$ cat config.mk
export PLATFORM = sky130hd
export DESIGN_NAME = heading_pid_drive_top
export DESIGN_NICKNAME = d
export VERILOG_FILES = /design/src/rtl/hpd_pkg.sv /design/src/rtl/hpd_ctrl.sv /design/src/rtl/hpd_dp.sv /design/src/rtl/heading_pid_drive_top.sv
export SDC_FILE = /design/constraint.sdc
export NUM_CORES = 1
export LEC_CHECK = 0
export BUFFER_PORTS_ARGS = -buffer_cell sky130_fd_sc_hd__buf_2
export CORE_ASPECT_RATIO = 0.9
export CORE_MARGIN = 2
export CORE_UTILIZATION = 39
export CTS_CLUSTER_DIAMETER = 120
export DETAILED_ROUTE_END_ITERATION = 8
export GPL_ROUTABILITY_DRIVEN = 0
export PLACE_DENSITY = 0.6
export SYNTH_ARGS = -nofsm -noshare
export SYNTH_HDL_FRONTEND = slang
export SYNTH_HIERARCHICAL = 1
export SYNTH_SLANG_ARGS = --single-unit
$ cat constraint.sdc
create_clock -name clk -period 12 [get_ports clk]
set_clock_uncertainty 0.15 [all_clocks]
set_input_delay 3.6 -clock clk [delete_from_list [all_inputs] [get_ports clk]]
set_output_delay 3.6 -clock clk [all_outputs]
set_load 0.02 [all_outputs]
$ cat src/rtl/hpd_pkg.sv
package hpd_pkg;

  // Angle scaling: headings are integers in units of 2^-ANGLE_FRAC_BITS degree.
  localparam int ANGLE_FRAC_BITS = 4;
  localparam int UNIT            = 1 << ANGLE_FRAC_BITS;
  localparam int FULL            = 360 * UNIT;
  localparam int FOLD            = 300 * UNIT;
  localparam int TEN             = 10 * UNIT;

  // Drive constants.
  localparam int SPEED_LIMIT = 400;
  localparam int SPEED_SCALE = 10 * SPEED_LIMIT;
  localparam int BASE_SPEED  = 100 * 10 * UNIT;
  localparam int TRIM_LEFT   = 374;
  localparam int TRIM_RIGHT  = 353;
  localparam int DIV_SHIFT   = 8 + ANGLE_FRAC_BITS;
  localparam int RECIP10     = 6554;
  localparam int RECIP_SHIFT = 16;
  localparam int PULSE_MID   = 1500;

  // Field and internal widths.
  localparam int HEAD_W     = 13;
  localparam int STEP_W     = 8;
  localparam int SPAN_W     = 13;
  localparam int ERR_W      = 14;
  localparam int WIDE_W     = ERR_W + 1;
  localparam int INT_W      = 9;
  localparam int BIAS_W     = 16;
  localparam int PULSE_W    = 11;
  localparam int CFG_IDX_W  = 3;
  localparam int CFG_DATA_W = 13;
  localparam int MUL_A_W    = 22;
  localparam int MUL_B_W    = 15;
  localparam int PROD_W     = MUL_A_W + MUL_B_W;
  localparam int ACC_W      = 22;
  localparam int SHIFTED_W  = PROD_W - DIV_SHIFT;
  localparam int SPV_W      = 14;

  localparam logic signed [WIDE_W-1:0]    FULL_X    = WIDE_W'(FULL);
  localparam logic signed [WIDE_W-1:0]    FOLD_X    = WIDE_W'(FOLD);
  localparam logic signed [WIDE_W-1:0]    TEN_X     = WIDE_W'(TEN);
  localparam logic signed [ACC_W-1:0]     BASE_X    = ACC_W'(BASE_SPEED);
  localparam logic signed [SHIFTED_W-1:0] SCALE_X   = SHIFTED_W'(SPEED_SCALE);
  localparam logic [PULSE_W-1:0]          PULSE_MIN = PULSE_W'(PULSE_MID - SPEED_LIMIT);

  // Configuration register indexes.
  localparam logic [CFG_IDX_W-1:0] REG_REVERSE    = 3'd0;
  localparam logic [CFG_IDX_W-1:0] REG_USE_PRESET = 3'd1;
  localparam logic [CFG_IDX_W-1:0] REG_PRESET     = 3'd2;
  localparam logic [CFG_IDX_W-1:0] REG_BIAS_STEP  = 3'd3;
  localparam logic [CFG_IDX_W-1:0] REG_BIAS_SPAN  = 3'd4;

  // Datapath operations issued by the controller.
  localparam int OP_W = 4;
  localparam logic [OP_W-1:0] OP_NONE   = 4'd0;
  localparam logic [OP_W-1:0] OP_SWEEP  = 4'd1;
  localparam logic [OP_W-1:0] OP_GLITCH = 4'd2;
  localparam logic [OP_W-1:0] OP_WRAP   = 4'd3;
  localparam logic [OP_W-1:0] OP_INTEG  = 4'd4;
  localparam logic [OP_W-1:0] OP_MI     = 4'd5;
  localparam logic [OP_W-1:0] OP_MD     = 4'd6;
  localparam logic [OP_W-1:0] OP_SUM    = 4'd7;
  localparam logic [OP_W-1:0] OP_ML     = 4'd8;
  localparam logic [OP_W-1:0] OP_MR     = 4'd9;
  localparam logic [OP_W-1:0] OP_QL     = 4'd10;
  localparam logic [OP_W-1:0] OP_QR     = 4'd11;
  localparam logic [OP_W-1:0] OP_FIN    = 4'd12;

  typedef struct packed {
    logic            accept;
    logic [OP_W-1:0] op;
    logic            load_out;
  } cmd_t;

endpackage

$ cat src/rtl/hpd_ctrl.sv
module hpd_ctrl (
  input  logic          clk,
  input  logic          rst_n,
  input  logic          in_valid,
  output logic          in_stall,
  output logic          out_valid,
  input  logic          out_stall,
  output hpd_pkg::cmd_t cmd
);

  localparam logic [3:0] ST_IDLE   = 4'd0;
  localparam logic [3:0] ST_SWEEP  = 4'd1;
  localparam logic [3:0] ST_GLITCH = 4'd2;
  localparam logic [3:0] ST_WRAP   = 4'd3;
  localparam logic [3:0] ST_INTEG  = 4'd4;
  localparam logic [3:0] ST_MI     = 4'd5;
  localparam logic [3:0] ST_MD     = 4'd6;
  localparam logic [3:0] ST_SUM    = 4'd7;
  localparam logic [3:0] ST_ML     = 4'd8;
  localparam logic [3:0] ST_MR     = 4'd9;
  localparam logic [3:0] ST_QL     = 4'd10;
  localparam logic [3:0] ST_QR     = 4'd11;
  localparam logic [3:0] ST_FIN    = 4'd12;

  logic [3:0] state_r, state_nxt;
  logic       out_valid_r, out_valid_nxt;
  logic       out_free;

  assign out_free  = !out_valid_r || !out_stall;
  assign in_stall  = (state_r != ST_IDLE);
  assign out_valid = out_valid_r;

  always_comb begin
    state_nxt     = state_r;
    cmd.accept    = 1'b0;
    cmd.op        = hpd_pkg::OP_NONE;
    cmd.load_out  = 1'b0;
    out_valid_nxt = out_valid_r;
    if (out_valid_r && !out_stall) begin
      out_valid_nxt = 1'b0;
    end
    unique case (state_r)
      ST_IDLE: begin
        if (in_valid) begin
          cmd.accept = 1'b1;
          state_nxt  = ST_SWEEP;
        end
      end
      ST_SWEEP: begin
        cmd.op    = hpd_pkg::OP_SWEEP;
        state_nxt = ST_GLITCH;
      end
      ST_GLITCH: begin
        cmd.op    = hpd_pkg::OP_GLITCH;
        state_nxt = ST_WRAP;
      end
      ST_WRAP: begin
        cmd.op    = hpd_pkg::OP_WRAP;
        state_nxt = ST_INTEG;
      end
      ST_INTEG: begin
        cmd.op    = hpd_pkg::OP_INTEG;
        state_nxt = ST_MI;
      end
      ST_MI: begin
        cmd.op    = hpd_pkg::OP_MI;
        state_nxt = ST_MD;
      end
      ST_MD: begin
        cmd.op    = hpd_pkg::OP_MD;
        state_nxt = ST_SUM;
      end
      ST_SUM: begin
        cmd.op    = hpd_pkg::OP_SUM;
        state_nxt = ST_ML;
      end
      ST_ML: begin
        cmd.op    = hpd_pkg::OP_ML;
        state_nxt = ST_MR;
      end
      ST_MR: begin
        cmd.op    = hpd_pkg::OP_MR;
        state_nxt = ST_QL;
      end
      ST_QL: begin
        cmd.op    = hpd_pkg::OP_QL;
        state_nxt = ST_QR;
      end
      ST_QR: begin
        cmd.op    = hpd_pkg::OP_QR;
        state_nxt = ST_FIN;
      end
      ST_FIN: begin
        cmd.op = hpd_pkg::OP_FIN;
        // Hold the finished beat until the output register is free.
        if (out_free) begin
          cmd.load_out  = 1'b1;
          out_valid_nxt = 1'b1;
          state_nxt     = ST_IDLE;
        end
      end
      default: begin
        state_nxt = ST_IDLE;
      end
    endcase
  end

  always_ff @(posedge clk) begin
    if (!rst_n) begin
      state_r     <= ST_IDLE;
      out_valid_r <= 1'b0;
    end else begin
      state_r     <= state_nxt;
      out_valid_r <= out_valid_nxt;
    end
  end

endmodule

$ cat src/rtl/hpd_dp.sv
module hpd_dp (
  input  logic                                    clk,
  input  logic                                    rst_n,
  input  hpd_pkg::cmd_t                           cmd,
  input  logic                                    cfg_we,
  input  logic [hpd_pkg::CFG_IDX_W-1:0]           cfg_index,
  input  logic [hpd_pkg::CFG_DATA_W-1:0]          cfg_data,
  input  logic [hpd_pkg::HEAD_W-1:0]              in_heading,
  input  logic                                    in_start_req,
  output logic [hpd_pkg::PULSE_W-1:0]             out_left_pulse,
  output logic [hpd_pkg::PULSE_W-1:0]             out_right_pulse,
  output logic signed [hpd_pkg::ERR_W-1:0]        out_heading_error
);

  localparam logic signed [hpd_pkg::MUL_B_W-1:0] KP_FINE   = 15'sd150;
  localparam logic signed [hpd_pkg::MUL_B_W-1:0] KP_MID    = 15'sd70;
  localparam logic signed [hpd_pkg::MUL_B_W-1:0] KD_MID    = 15'sd30;
  localparam logic signed [hpd_pkg::MUL_B_W-1:0] KP_COARSE = 15'sd50;
  localparam logic signed [hpd_pkg::MUL_B_W-1:0] KI_COARSE = 15'sd10;
  localparam logic signed [hpd_pkg::MUL_B_W-1:0] KD_COARSE = 15'sd10;

  // Folds an error back into the +-300 degree window in four compare steps.
  function automatic logic signed [hpd_pkg::ERR_W-1:0] wrap_error(
    input logic signed [hpd_pkg::WIDE_W-1:0] e
  );
    logic signed [hpd_pkg::WIDE_W-1:0] w;
    w = e;
    if (w < -hpd_pkg::FULL_X) w = w + hpd_pkg::FULL_X;
    if (w > hpd_pkg::FULL_X)  w = w - hpd_pkg::FULL_X;
    if (w > hpd_pkg::FOLD_X)  w = w - hpd_pkg::FULL_X;
    if (w < -hpd_pkg::FOLD_X) w = w + hpd_pkg::FULL_X;
    return w[hpd_pkg::ERR_W-1:0];
  endfunction

  // Floors a trimmed speed product down to tenths of a speed unit, saturates it
  // and offsets it to a non-negative value ready for the divide by ten.
  function automatic logic [hpd_pkg::SPV_W-1:0] clamp_off(
    input logic signed [hpd_pkg::PROD_W-1:0] p
  );
    logic signed [hpd_pkg::SHIFTED_W-1:0] x;
    x = p[hpd_pkg::PROD_W-1:hpd_pkg::DIV_SHIFT];
    if (x > hpd_pkg::SCALE_X) begin
      x = hpd_pkg::SCALE_X;
    end else if (x < -hpd_pkg::SCALE_X) begin
      x = -hpd_pkg::SCALE_X;
    end
    x = x + hpd_pkg::SCALE_X;
    return x[hpd_pkg::SPV_W-1:0];
  endfunction

  function automatic logic [hpd_pkg::HEAD_W:0] abs_diff(
    input logic [hpd_pkg::HEAD_W-1:0] a,
    input logic [hpd_pkg::HEAD_W-1:0] b
  );
    logic signed [hpd_pkg::HEAD_W:0] d;
    d = signed'({1'b0, a}) - signed'({1'b0, b});
    if (d < 0) d = -d;
    return d;
  endfunction

  // Configuration registers.
  logic                               reverse_r, reverse_nxt;
  logic                               use_preset_r, use_preset_nxt;
  logic [hpd_pkg::HEAD_W-1:0]         preset_r, preset_nxt;
  logic signed [hpd_pkg::STEP_W-1:0]  bias_step_r, bias_step_nxt;
  logic [hpd_pkg::SPAN_W-1:0]         bias_span_r, bias_span_nxt;

  // Controller state carried from beat to beat.
  logic [hpd_pkg::HEAD_W-1:0]         target_r, target_nxt;
  logic [hpd_pkg::HEAD_W-1:0]         last_r, last_nxt;
  logic signed [hpd_pkg::INT_W-1:0]   integ_r, integ_nxt;
  logic signed [hpd_pkg::ERR_W-1:0]   prev_r, prev_nxt;
  logic signed [hpd_pkg::BIAS_W-1:0]  bias_r, bias_nxt;

  // Working registers of one beat.
  logic [hpd_pkg::HEAD_W-1:0]         heading_r, heading_nxt;
  logic signed [hpd_pkg::WIDE_W-1:0]  err_raw_r, err_raw_nxt;
  logic signed [hpd_pkg::ERR_W-1:0]   err_r, err_nxt;
  logic signed [hpd_pkg::WIDE_W-1:0]  diff_r, diff_nxt;
  logic signed [hpd_pkg::PROD_W-1:0]  prod_r, prod_nxt;
  logic signed [hpd_pkg::ACC_W-1:0]   acc_r, acc_nxt;
  logic [hpd_pkg::SPV_W-1:0]          vl_r, vl_nxt;
  logic [hpd_pkg::SPV_W-1:0]          vr_r, vr_nxt;
  logic [hpd_pkg::PULSE_W-1:0]        left_r, left_nxt;
  logic [hpd_pkg::PULSE_W-1:0]        out_left_r, out_left_nxt;
  logic [hpd_pkg::PULSE_W-1:0]        out_right_r, out_right_nxt;
  logic signed [hpd_pkg::ERR_W-1:0]   out_err_r, out_err_nxt;

  // Combinational helpers.
  logic signed [hpd_pkg::BIAS_W:0]    bias_abs;
  logic                               sweep_stop;
  logic signed [hpd_pkg::WIDE_W-1:0]  sweep_sum;
  logic [hpd_pkg::HEAD_W-1:0]         used;
  logic signed [hpd_pkg::WIDE_W-1:0]  integ_sum;
  logic signed [hpd_pkg::ACC_W-1:0]   base_sel;
  logic signed [hpd_pkg::ACC_W-1:0]   prod_lo;
  logic [hpd_pkg::PULSE_W-1:0]        quot;
  logic signed [hpd_pkg::MUL_B_W-1:0] kp, ki, kd;
  logic signed [hpd_pkg::MUL_A_W-1:0] mul_a;
  logic signed [hpd_pkg::MUL_B_W-1:0] mul_b;
  logic signed [hpd_pkg::PROD_W-1:0]  mul_p;

  assign bias_abs   = (bias_r < 0) ? -(hpd_pkg::BIAS_W+1)'(bias_r)
                                   : (hpd_pkg::BIAS_W+1)'(bias_r);
  assign sweep_stop = $unsigned(bias_abs) > (hpd_pkg::BIAS_W+1)'(bias_span_r);
  assign sweep_sum  = hpd_pkg::WIDE_W'(signed'({1'b0, target_r}))
                    + hpd_pkg::WIDE_W'(bias_step_r);
  assign used       = (abs_diff(last_r, heading_r) > hpd_pkg::TEN &&
                       abs_diff(last_r, target_r) < hpd_pkg::TEN) ? last_r : heading_r;
  assign integ_sum  = hpd_pkg::WIDE_W'(integ_r) + hpd_pkg::WIDE_W'(err_r);
  assign base_sel   = reverse_r ? -hpd_pkg::BASE_X : hpd_pkg::BASE_X;
  assign prod_lo    = signed'(prod_r[hpd_pkg::ACC_W-1:0]);
  assign quot       = prod_r[hpd_pkg::RECIP_SHIFT+hpd_pkg::PULSE_W-1:hpd_pkg::RECIP_SHIFT];

  // Gain schedule on the signed error.
  always_comb begin
    if (err_r < hpd_pkg::UNIT) begin
      kp = KP_FINE;
      ki = '0;
      kd = '0;
    end else if (err_r < 3 * hpd_pkg::UNIT) begin
      kp = KP_MID;
      ki = '0;
      kd = KD_MID;
    end else begin
      kp = KP_COARSE;
      ki = KI_COARSE;
      kd = KD_COARSE;
    end
  end

  // Operand selection for the one shared multiplier.
  always_comb begin
    mul_a = '0;
    mul_b = '0;
    unique case (cmd.op)
      hpd_pkg::OP_INTEG: begin
        mul_a = hpd_pkg::MUL_A_W'(err_r);
        mul_b = kp;
      end
      hpd_pkg::OP_MI: begin
        mul_a = hpd_pkg::MUL_A_W'(integ_r);
        mul_b = ki;
      end
      hpd_pkg::OP_MD: begin
        mul_a = hpd_pkg::MUL_A_W'(diff_r);
        mul_b = kd;
      end
      hpd_pkg::OP_ML: begin
        mul_a = hpd_pkg::MUL_A_W'(base_sel + acc_r);
        mul_b = hpd_pkg::MUL_B_W'(hpd_pkg::TRIM_LEFT);
      end
      hpd_pkg::OP_MR: begin
        mul_a = hpd_pkg::MUL_A_W'(acc_r - base_sel);
        mul_b = hpd_pkg::MUL_B_W'(hpd_pkg::TRIM_RIGHT);
      end
      hpd_pkg::OP_QL: begin
        mul_a = hpd_pkg::MUL_A_W'(vl_r);
        mul_b = hpd_pkg::MUL_B_W'(hpd_pkg::RECIP10);
      end
      hpd_pkg::OP_QR: begin
        mul_a = hpd_pkg::MUL_A_W'(vr_r);
        mul_b = hpd_pkg::MUL_B_W'(hpd_pkg::RECIP10);
      end
      default: begin
        mul_a = '0;
        mul_b = '0;
      end
    endcase
  end

  assign mul_p = hpd_pkg::PROD_W'(mul_a) * hpd_pkg::PROD_W'(mul_b);

  always_comb begin
    reverse_nxt    = reverse_r;
    use_preset_nxt = use_preset_r;
    preset_nxt     = preset_r;
    bias_step_nxt  = bias_step_r;
    bias_span_nxt  = bias_span_r;
    target_nxt     = target_r;
    last_nxt       = last_r;
    integ_nxt      = integ_r;
    prev_nxt       = prev_r;
    bias_nxt       = bias_r;
    heading_nxt    = heading_r;
    err_raw_nxt    = err_raw_r;
    err_nxt        = err_r;
    diff_nxt       = diff_r;
    prod_nxt       = prod_r;
    acc_nxt        = acc_r;
    vl_nxt         = vl_r;
    vr_nxt         = vr_r;
    left_nxt       = left_r;
    out_left_nxt   = out_left_r;
    out_right_nxt  = out_right_r;
    out_err_nxt    = out_err_r;

    if (cfg_we) begin
      unique case (cfg_index)
        hpd_pkg::REG_REVERSE:    reverse_nxt    = cfg_data[0];
        hpd_pkg::REG_USE_PRESET: use_preset_nxt = cfg_data[0];
        hpd_pkg::REG_PRESET:     preset_nxt     = cfg_data[hpd_pkg::HEAD_W-1:0];
        hpd_pkg::REG_BIAS_STEP:  bias_step_nxt  = signed'(cfg_data[hpd_pkg::STEP_W-1:0]);
        hpd_pkg::REG_BIAS_SPAN:  bias_span_nxt  = cfg_data[hpd_pkg::SPAN_W-1:0];
        default: begin
        end
      endcase
    end

    if (cmd.accept) begin
      heading_nxt = in_heading;
      if (in_start_req) begin
        target_nxt = use_preset_r ? preset_r : in_heading;
        last_nxt   = in_heading;
        integ_nxt  = '0;
        prev_nxt   = '0;
        bias_nxt   = '0;
      end
    end

    unique case (cmd.op)
      hpd_pkg::OP_SWEEP: begin
        if (!sweep_stop) begin
          bias_nxt = bias_r + hpd_pkg::BIAS_W'(bias_step_r);
          if (sweep_sum > hpd_pkg::FULL_X) begin
            target_nxt = hpd_pkg::HEAD_W'(sweep_sum - hpd_pkg::FULL_X);
          end else if (sweep_sum < 0) begin
            target_nxt = hpd_pkg::HEAD_W'(sweep_sum + hpd_pkg::FULL_X);
          end else begin
            target_nxt = hpd_pkg::HEAD_W'(sweep_sum);
          end
        end
      end
      hpd_pkg::OP_GLITCH: begin
        err_raw_nxt = hpd_pkg::WIDE_W'(signed'({1'b0, used}))
                    - hpd_pkg::WIDE_W'(signed'({1'b0, target_r}));
        last_nxt    = heading_r;
      end
      hpd_pkg::OP_WRAP: begin
        err_nxt = wrap_error(err_raw_r);
      end
      hpd_pkg::OP_INTEG: begin
        diff_nxt = hpd_pkg::WIDE_W'(prev_r) - hpd_pkg::WIDE_W'(err_r);
        if (!(integ_sum > hpd_pkg::TEN_X || integ_sum < -hpd_pkg::TEN_X)) begin
          integ_nxt = integ_sum[hpd_pkg::INT_W-1:0];
        end
        prev_nxt = err_r;
        prod_nxt = mul_p;
      end
      hpd_pkg::OP_MI: begin
        acc_nxt  = prod_lo;
        prod_nxt = mul_p;
      end
      hpd_pkg::OP_MD: begin
        acc_nxt  = acc_r + prod_lo;
        prod_nxt = mul_p;
      end
      hpd_pkg::OP_SUM: begin
        acc_nxt = acc_r + prod_lo;
      end
      hpd_pkg::OP_ML: begin
        prod_nxt = mul_p;
      end
      hpd_pkg::OP_MR: begin
        vl_nxt   = clamp_off(prod_r);
        prod_nxt = mul_p;
      end
      hpd_pkg::OP_QL: begin
        vr_nxt   = clamp_off(prod_r);
        prod_nxt = mul_p;
      end
      hpd_pkg::OP_QR: begin
        left_nxt = hpd_pkg::PULSE_MIN + quot;
        prod_nxt = mul_p;
      end
      default: begin
      end
    endcase

    if (cmd.load_out) begin
      out_left_nxt  = left_r;
      out_right_nxt = hpd_pkg::PULSE_MIN + quot;
      out_err_nxt   = err_r;
    end
  end

  always_ff @(posedge clk) begin
    if (!rst_n) begin
      reverse_r    <= 1'b0;
      use_preset_r <= 1'b0;
      preset_r     <= '0;
      bias_step_r  <= '0;
      bias_span_r  <= '0;
      target_r     <= '0;
      last_r       <= '0;
      integ_r      <= '0;
      prev_r       <= '0;
      bias_r       <= '0;
    end else begin
      reverse_r    <= reverse_nxt;
      use_preset_r <= use_preset_nxt;
      preset_r     <= preset_nxt;
      bias_step_r  <= bias_step_nxt;
      bias_span_r  <= bias_span_nxt;
      target_r     <= target_nxt;
      last_r       <= last_nxt;
      integ_r      <= integ_nxt;
      prev_r       <= prev_nxt;
      bias_r       <= bias_nxt;
    end
  end

  always_ff @(posedge clk) begin
    heading_r   <= heading_nxt;
    err_raw_r   <= err_raw_nxt;
    err_r       <= err_nxt;
    diff_r      <= diff_nxt;
    prod_r      <= prod_nxt;
    acc_r       <= acc_nxt;
    vl_r        <= vl_nxt;
    vr_r        <= vr_nxt;
    left_r      <= left_nxt;
    out_left_r  <= out_left_nxt;
    out_right_r <= out_right_nxt;
    out_err_r   <= out_err_nxt;
  end

  assign out_left_pulse    = out_left_r;
  assign out_right_pulse   = out_right_r;
  assign out_heading_error = out_err_r;

endmodule

$ cat src/rtl/heading_pid_drive_top.sv
// A heading sample is taken only once the one before it is through; the shared multiplier makes
// seven passes per sample (three gain products, two wheel trims, two divides by ten).
// A result waiting on out_stall holds only the last step; the next sample is taken meanwhile.
// Reset (rst_n, synchronous, active low) clears the configuration registers, the target,
// last heading, integral, previous error and bias total, and empties the output register.
module heading_pid_drive_top (
  input  logic                                clk,
  input  logic                                rst_n,
  input  logic                                in_valid,
  output logic                                in_stall,
  input  logic [hpd_pkg::HEAD_W-1:0]          in_heading,
  input  logic                                in_start_req,
  output logic                                out_valid,
  input  logic                                out_stall,
  output logic [hpd_pkg::PULSE_W-1:0]         out_left_pulse,
  output logic [hpd_pkg::PULSE_W-1:0]         out_right_pulse,
  output logic signed [hpd_pkg::ERR_W-1:0]    out_heading_error,
  input  logic                                cfg_valid,
  output logic                                cfg_ready,
  input  logic [hpd_pkg::CFG_IDX_W-1:0]       cfg_index,
  input  logic [hpd_pkg::CFG_DATA_W-1:0]      cfg_data
);

  // The controller steps one sample through the datapath: target sweep,
  // glitch rejection, error wrap, integral update, then the multiplier passes.
  hpd_pkg::cmd_t cmd;
  logic          cfg_we;

  // Registers are simple flops, so a configuration beat is always taken.
  assign cfg_ready = 1'b1;
  assign cfg_we    = cfg_valid && cfg_ready;

  hpd_ctrl u_ctrl (
    .clk       (clk),
    .rst_n     (rst_n),
    .in_valid  (in_valid),
    .in_stall  (in_stall),
    .out_valid (out_valid),
    .out_stall (out_stall),
    .cmd       (cmd)
  );

  hpd_dp u_dp (
    .clk               (clk),
    .rst_n             (rst_n),
    .cmd               (cmd),
    .cfg_we            (cfg_we),
    .cfg_index         (cfg_index),
    .cfg_data          (cfg_data),
    .in_heading        (in_heading),
    .in_start_req      (in_start_req),
    .out_left_pulse    (out_left_pulse),
    .out_right_pulse   (out_right_pulse),
    .out_heading_error (out_heading_error)
  );

  // Once a beat is taken, the input side stays stalled while it is worked on.
  a_busy_after_accept: assert property (@(posedge clk) disable iff (!rst_n)
    (in_valid && !in_stall) |=> in_stall)
    else $error("input accepted while a sample was still in progress");

  // The output register is only reloaded when its previous beat is gone.
  a_no_overwrite: assert property (@(posedge clk) disable iff (!rst_n)
    cmd.load_out |-> (!out_valid || !out_stall))
    else $error("result register overwritten while stalled");

  // A wrapped error always lies inside the +-300 degree window.
  a_error_window: assert property (@(posedge clk) disable iff (!rst_n)
    out_valid |-> (out_heading_error <= hpd_pkg::FOLD &&
                   out_heading_error >= -hpd_pkg::FOLD))
    else $error("heading error outside the wrap window");

  // Saturated speeds keep both pulse widths inside the servo range.
  a_pulse_range: assert property (@(posedge clk) disable iff (!rst_n)
    out_valid |-> (out_left_pulse >= hpd_pkg::PULSE_MIN &&
                   out_left_pulse <= hpd_pkg::PULSE_MID + hpd_pkg::SPEED_LIMIT &&
                   out_right_pulse >= hpd_pkg::PULSE_MIN &&
                   out_right_pulse <= hpd_pkg::PULSE_MID + hpd_pkg::SPEED_LIMIT))
    else $error("servo pulse width outside the saturation range");

endmodule
==> results.sh <==
export IMPL_status="completed"
export IMPL_grt_pass1_wl_um=114000
export IMPL_ys_types=106
export IMPL_syn_area_mm2=0.0282
export IMPL_slew_violations=0
export IMPL_ant_nets=0
export IMPL_synth_area_top_cells="edfxtp_1 20%, fa_1 16%, ha_1 11%"
export IMPL_antenna_cells=0
export IMPL_synth_top_area_frac=0.202
export IMPL_relSlewSlack=0.179
export IMPL_stdcell_area_mm2=0.0308
export IMPL_dieArea_mm2=0.0745
export IMPL_synthCells=3118
export IMPL_final_core_util=0.430
export IMPL_clk_latency_ns=0.57
export IMPL_die_w_um=288
export IMPL_grt_max_degree=78
export IMPL_antenna_found_initial=0
export IMPL_io_pins=74
export IMPL_totalPowerFinal_w=0.00309
export IMPL_synth_edff_count=190
export IMPL_synth_top_cell_by_area="edfxtp_1"
export IMPL_drc=0
export IMPL_grt_usage=0.192
export IMPL_min_period_ns=10.86
export IMPL_drt_pass1_iter_count=5
export IMPL_grt_pass1_vias=21100
export IMPL_cp_slowest_cell="nor2_1"
export IMPL_setup_viol=0
export IMPL_drv_cap=0
export IMPL_crit_required_ns=12.14
export IMPL_avgViaCountPerCell=5.21
export IMPL_post_cts_resized=0
export IMPL_cp_slowest_stage_delay_ns=0.67
export IMPL_fmax_ghz=0.0921
export IMPL_routedWlPerCell_um=17.0
export IMPL_die_h_um=259
export IMPL_dp_hpwl_um=55600
export IMPL_cts_buffers=36
export IMPL_place_area_mm2=0.0296
export IMPL_cts_root_buf="clkbuf_16"
export IMPL_clk_pin_slew_ns=0.06
export IMPL_ys_async_sr_fraction=0
export IMPL_grt_overflow=0
export IMPL_fp_row_count=93
export IMPL_power_density_mw_per_mm2=100
export IMPL_rsz0062_at_grt="no"
export IMPL_synth_area_per_cell_um2=9.05
export IMPL_start_util=0.394
export IMPL_clock_path_buffers=3
export IMPL_cts_max_level=2
export IMPL_cts_tree="built"
export IMPL_wl_um=70700
export IMPL_vdd_ir_drop_max_v=0.0000931
export IMPL_cts_sinks=296
export IMPL_synth_seq_area_share=0.277
export IMPL_cellLeakagePower_nw=13.5
export IMPL_worst_slew_pin_slew_ns=1.23
export IMPL_drt_iter0_drc=1380
export IMPL_syn_to_final_growth_pct=9.03
export IMPL_via_count=21600
export IMPL_nets=3678
export IMPL_finalSetupTns_ns=0
export IMPL_worstPathMaxFanout=30
export IMPL_drive_gt1_frac=0.0698
export IMPL_arrival_ns=11.00
export IMPL_cp_start_kind="flop"
export IMPL_min_path_type="flop to flop"
export IMPL_synthFlopType="edfxtp_1"
export IMPL_final_hold_violation_count=0
export IMPL_coreArea_mm2=0.0716
export IMPL_critPathKind="flop to flop"
export IMPL_cp_common_cell="fa_1"
export IMPL_synth_seq_cells=296
export IMPL_crit_path_end_kind="flop"
export IMPL_cts_hold_buf=0
export IMPL_yosys_warnings=6
export IMPL_holdWs_ns=0.265
export IMPL_period_share=0.905
export IMPL_post_cts_setup_buffers=0
export IMPL_io_buffer_count=72
per-stage QoR:
stage	instances	setup slack [ns]
after floorplan	3133	2.75
after global placement	4081	1.40
after detailed placement	4081	1.18
after CTS	4146	1.11
after global routing	4146	0.418
final	4146	1.14
placed cells by master, fill, tap and decap left out, types with 72 or more instances in the layout:
master,Yosys,final
nor2_1,185,183
dfxtp_1,106,106
edfxtp_1,190,190
o21ai_0,140,140
ha_1,254,254
a21oi_1,213,212
xnor2_1,119,119
fa_1,220,220
buf_2,12,72
nand3_1,76,76
nand2_1,379,378
inv_1,441,441
critical path, delay by kind of cell (launching register included):
kind	cells	cell delay, ns
AO/OA/AOI/OAI	15	3.58
XOR/XNOR	2	0.36
adder cells (fa/ha/maj)	7	3.52
buffers and inverters	5	0.59
flip-flops	1	0.43
AND/OR/NAND/NOR	6	1.95
logic make-up (layout without fill, tap and decap cells):
logic type / count (synthesis) / after routing / share of synthesized area
muxes: 46 / 46 / 0.0182
DFF: 296 / 296 / 0.277
xor gates and xnor gates: 178 / 178 / 0.0555
and+or+nand+nor: 916 / 916 / 0.154
adders and majority gates: 474 / 474 / 0.269
buffers and inverters: 540 / 603 / 0.0744
other: 3 / 18 / 0.000399
AOI/OAI and AO/OA: 665 / 665 / 0.152
report_power, final:
group / internal (W) / switching, W
logic: 0.000322 / 0.000475
registers: 0.00113 / 0.0000454
clock network: 0.000643 / 0.000466
total: 0.00210 / 0.000986
cell usage after synthesis, drive strengths merged (18+ instances only):
cell type	n
or3	26
a21o	36
a21oi	213
nor2	187
inv	443
nand2	380
xor2	58
a311oi	18
nand2b	30
nand4	29
nor2b	22
a211oi	27
and2	27
o21ai	154
buf	25
and3	20
o31ai	20
fa	220
mux2i	28
clkbuf	71
edfxtp	190
a31oi	24
dfxtp	106
xnor2	120
nand3	77
nor3	51
ha	254
o21a	25
mux2	18
state kept, by name (all words and copies together), names as in the netlist, 4 cells and up:
signal and flops:
u_dp/prev_r 14, u_dp/out_left_pulse 11, u_dp/out_heading_error 14, u_dp/vr_r 14
u_dp/left_r 11, u_dp/vl_r 14, u_dp/bias_span_r 13, u_dp/acc_r 22
u_dp/preset_r 13, u_dp/err_raw_r 14, u_dp/last_r 13, u_dp/err_r 14
u_dp/bias_step_r 8, u_dp/prod_r 37, u_dp/integ_r 9, u_dp/out_right_pulse 11
u_dp/target_r 13, u_dp/diff_r 15, u_dp/heading_r 13, u_dp/bias_r 16
u_ctrl/state_r 4
area by class of cell:
| cell class | count | area (µm²) |
|---|---|---|
| fill | 7161 | 40800 |
| multi-input combinational | 2297 | 18400 |
| inverter | 444 | 1670 |
| tap | 950 | 1190 |
| clock inverter | 19 | 205 |
| clock buffer | 46 | 970 |
| timing repair buffer | 94 | 526 |
| sequential | 296 | 7830 |
final timing paths:
kind	start	endpoint	slack, ns	cells past startpoint
setup reg to reg	u_ctrl/state_r[0]	u_dp/prod_r[35]	1.14	35
setup / recovery	u_ctrl/state_r[0]	u_dp/prod_r[35]	1.14	35
hold reg to reg	u_dp/left_r[0]	u_dp/out_left_pulse[0]	0.26	0
hold / removal	u_dp/left_r[0]	u_dp/out_left_pulse[0]	0.26	0
per-layer routing:
layer	share of wire	global-route usage	wire (µm)
met3	0.056	0.0356	3940
met5	0	0	0
met1	0.48	0.268	33700
met2	0.44	0.303	31400
met4	0.024	0.0515	1690
Power figures use the tool's default switching activity.
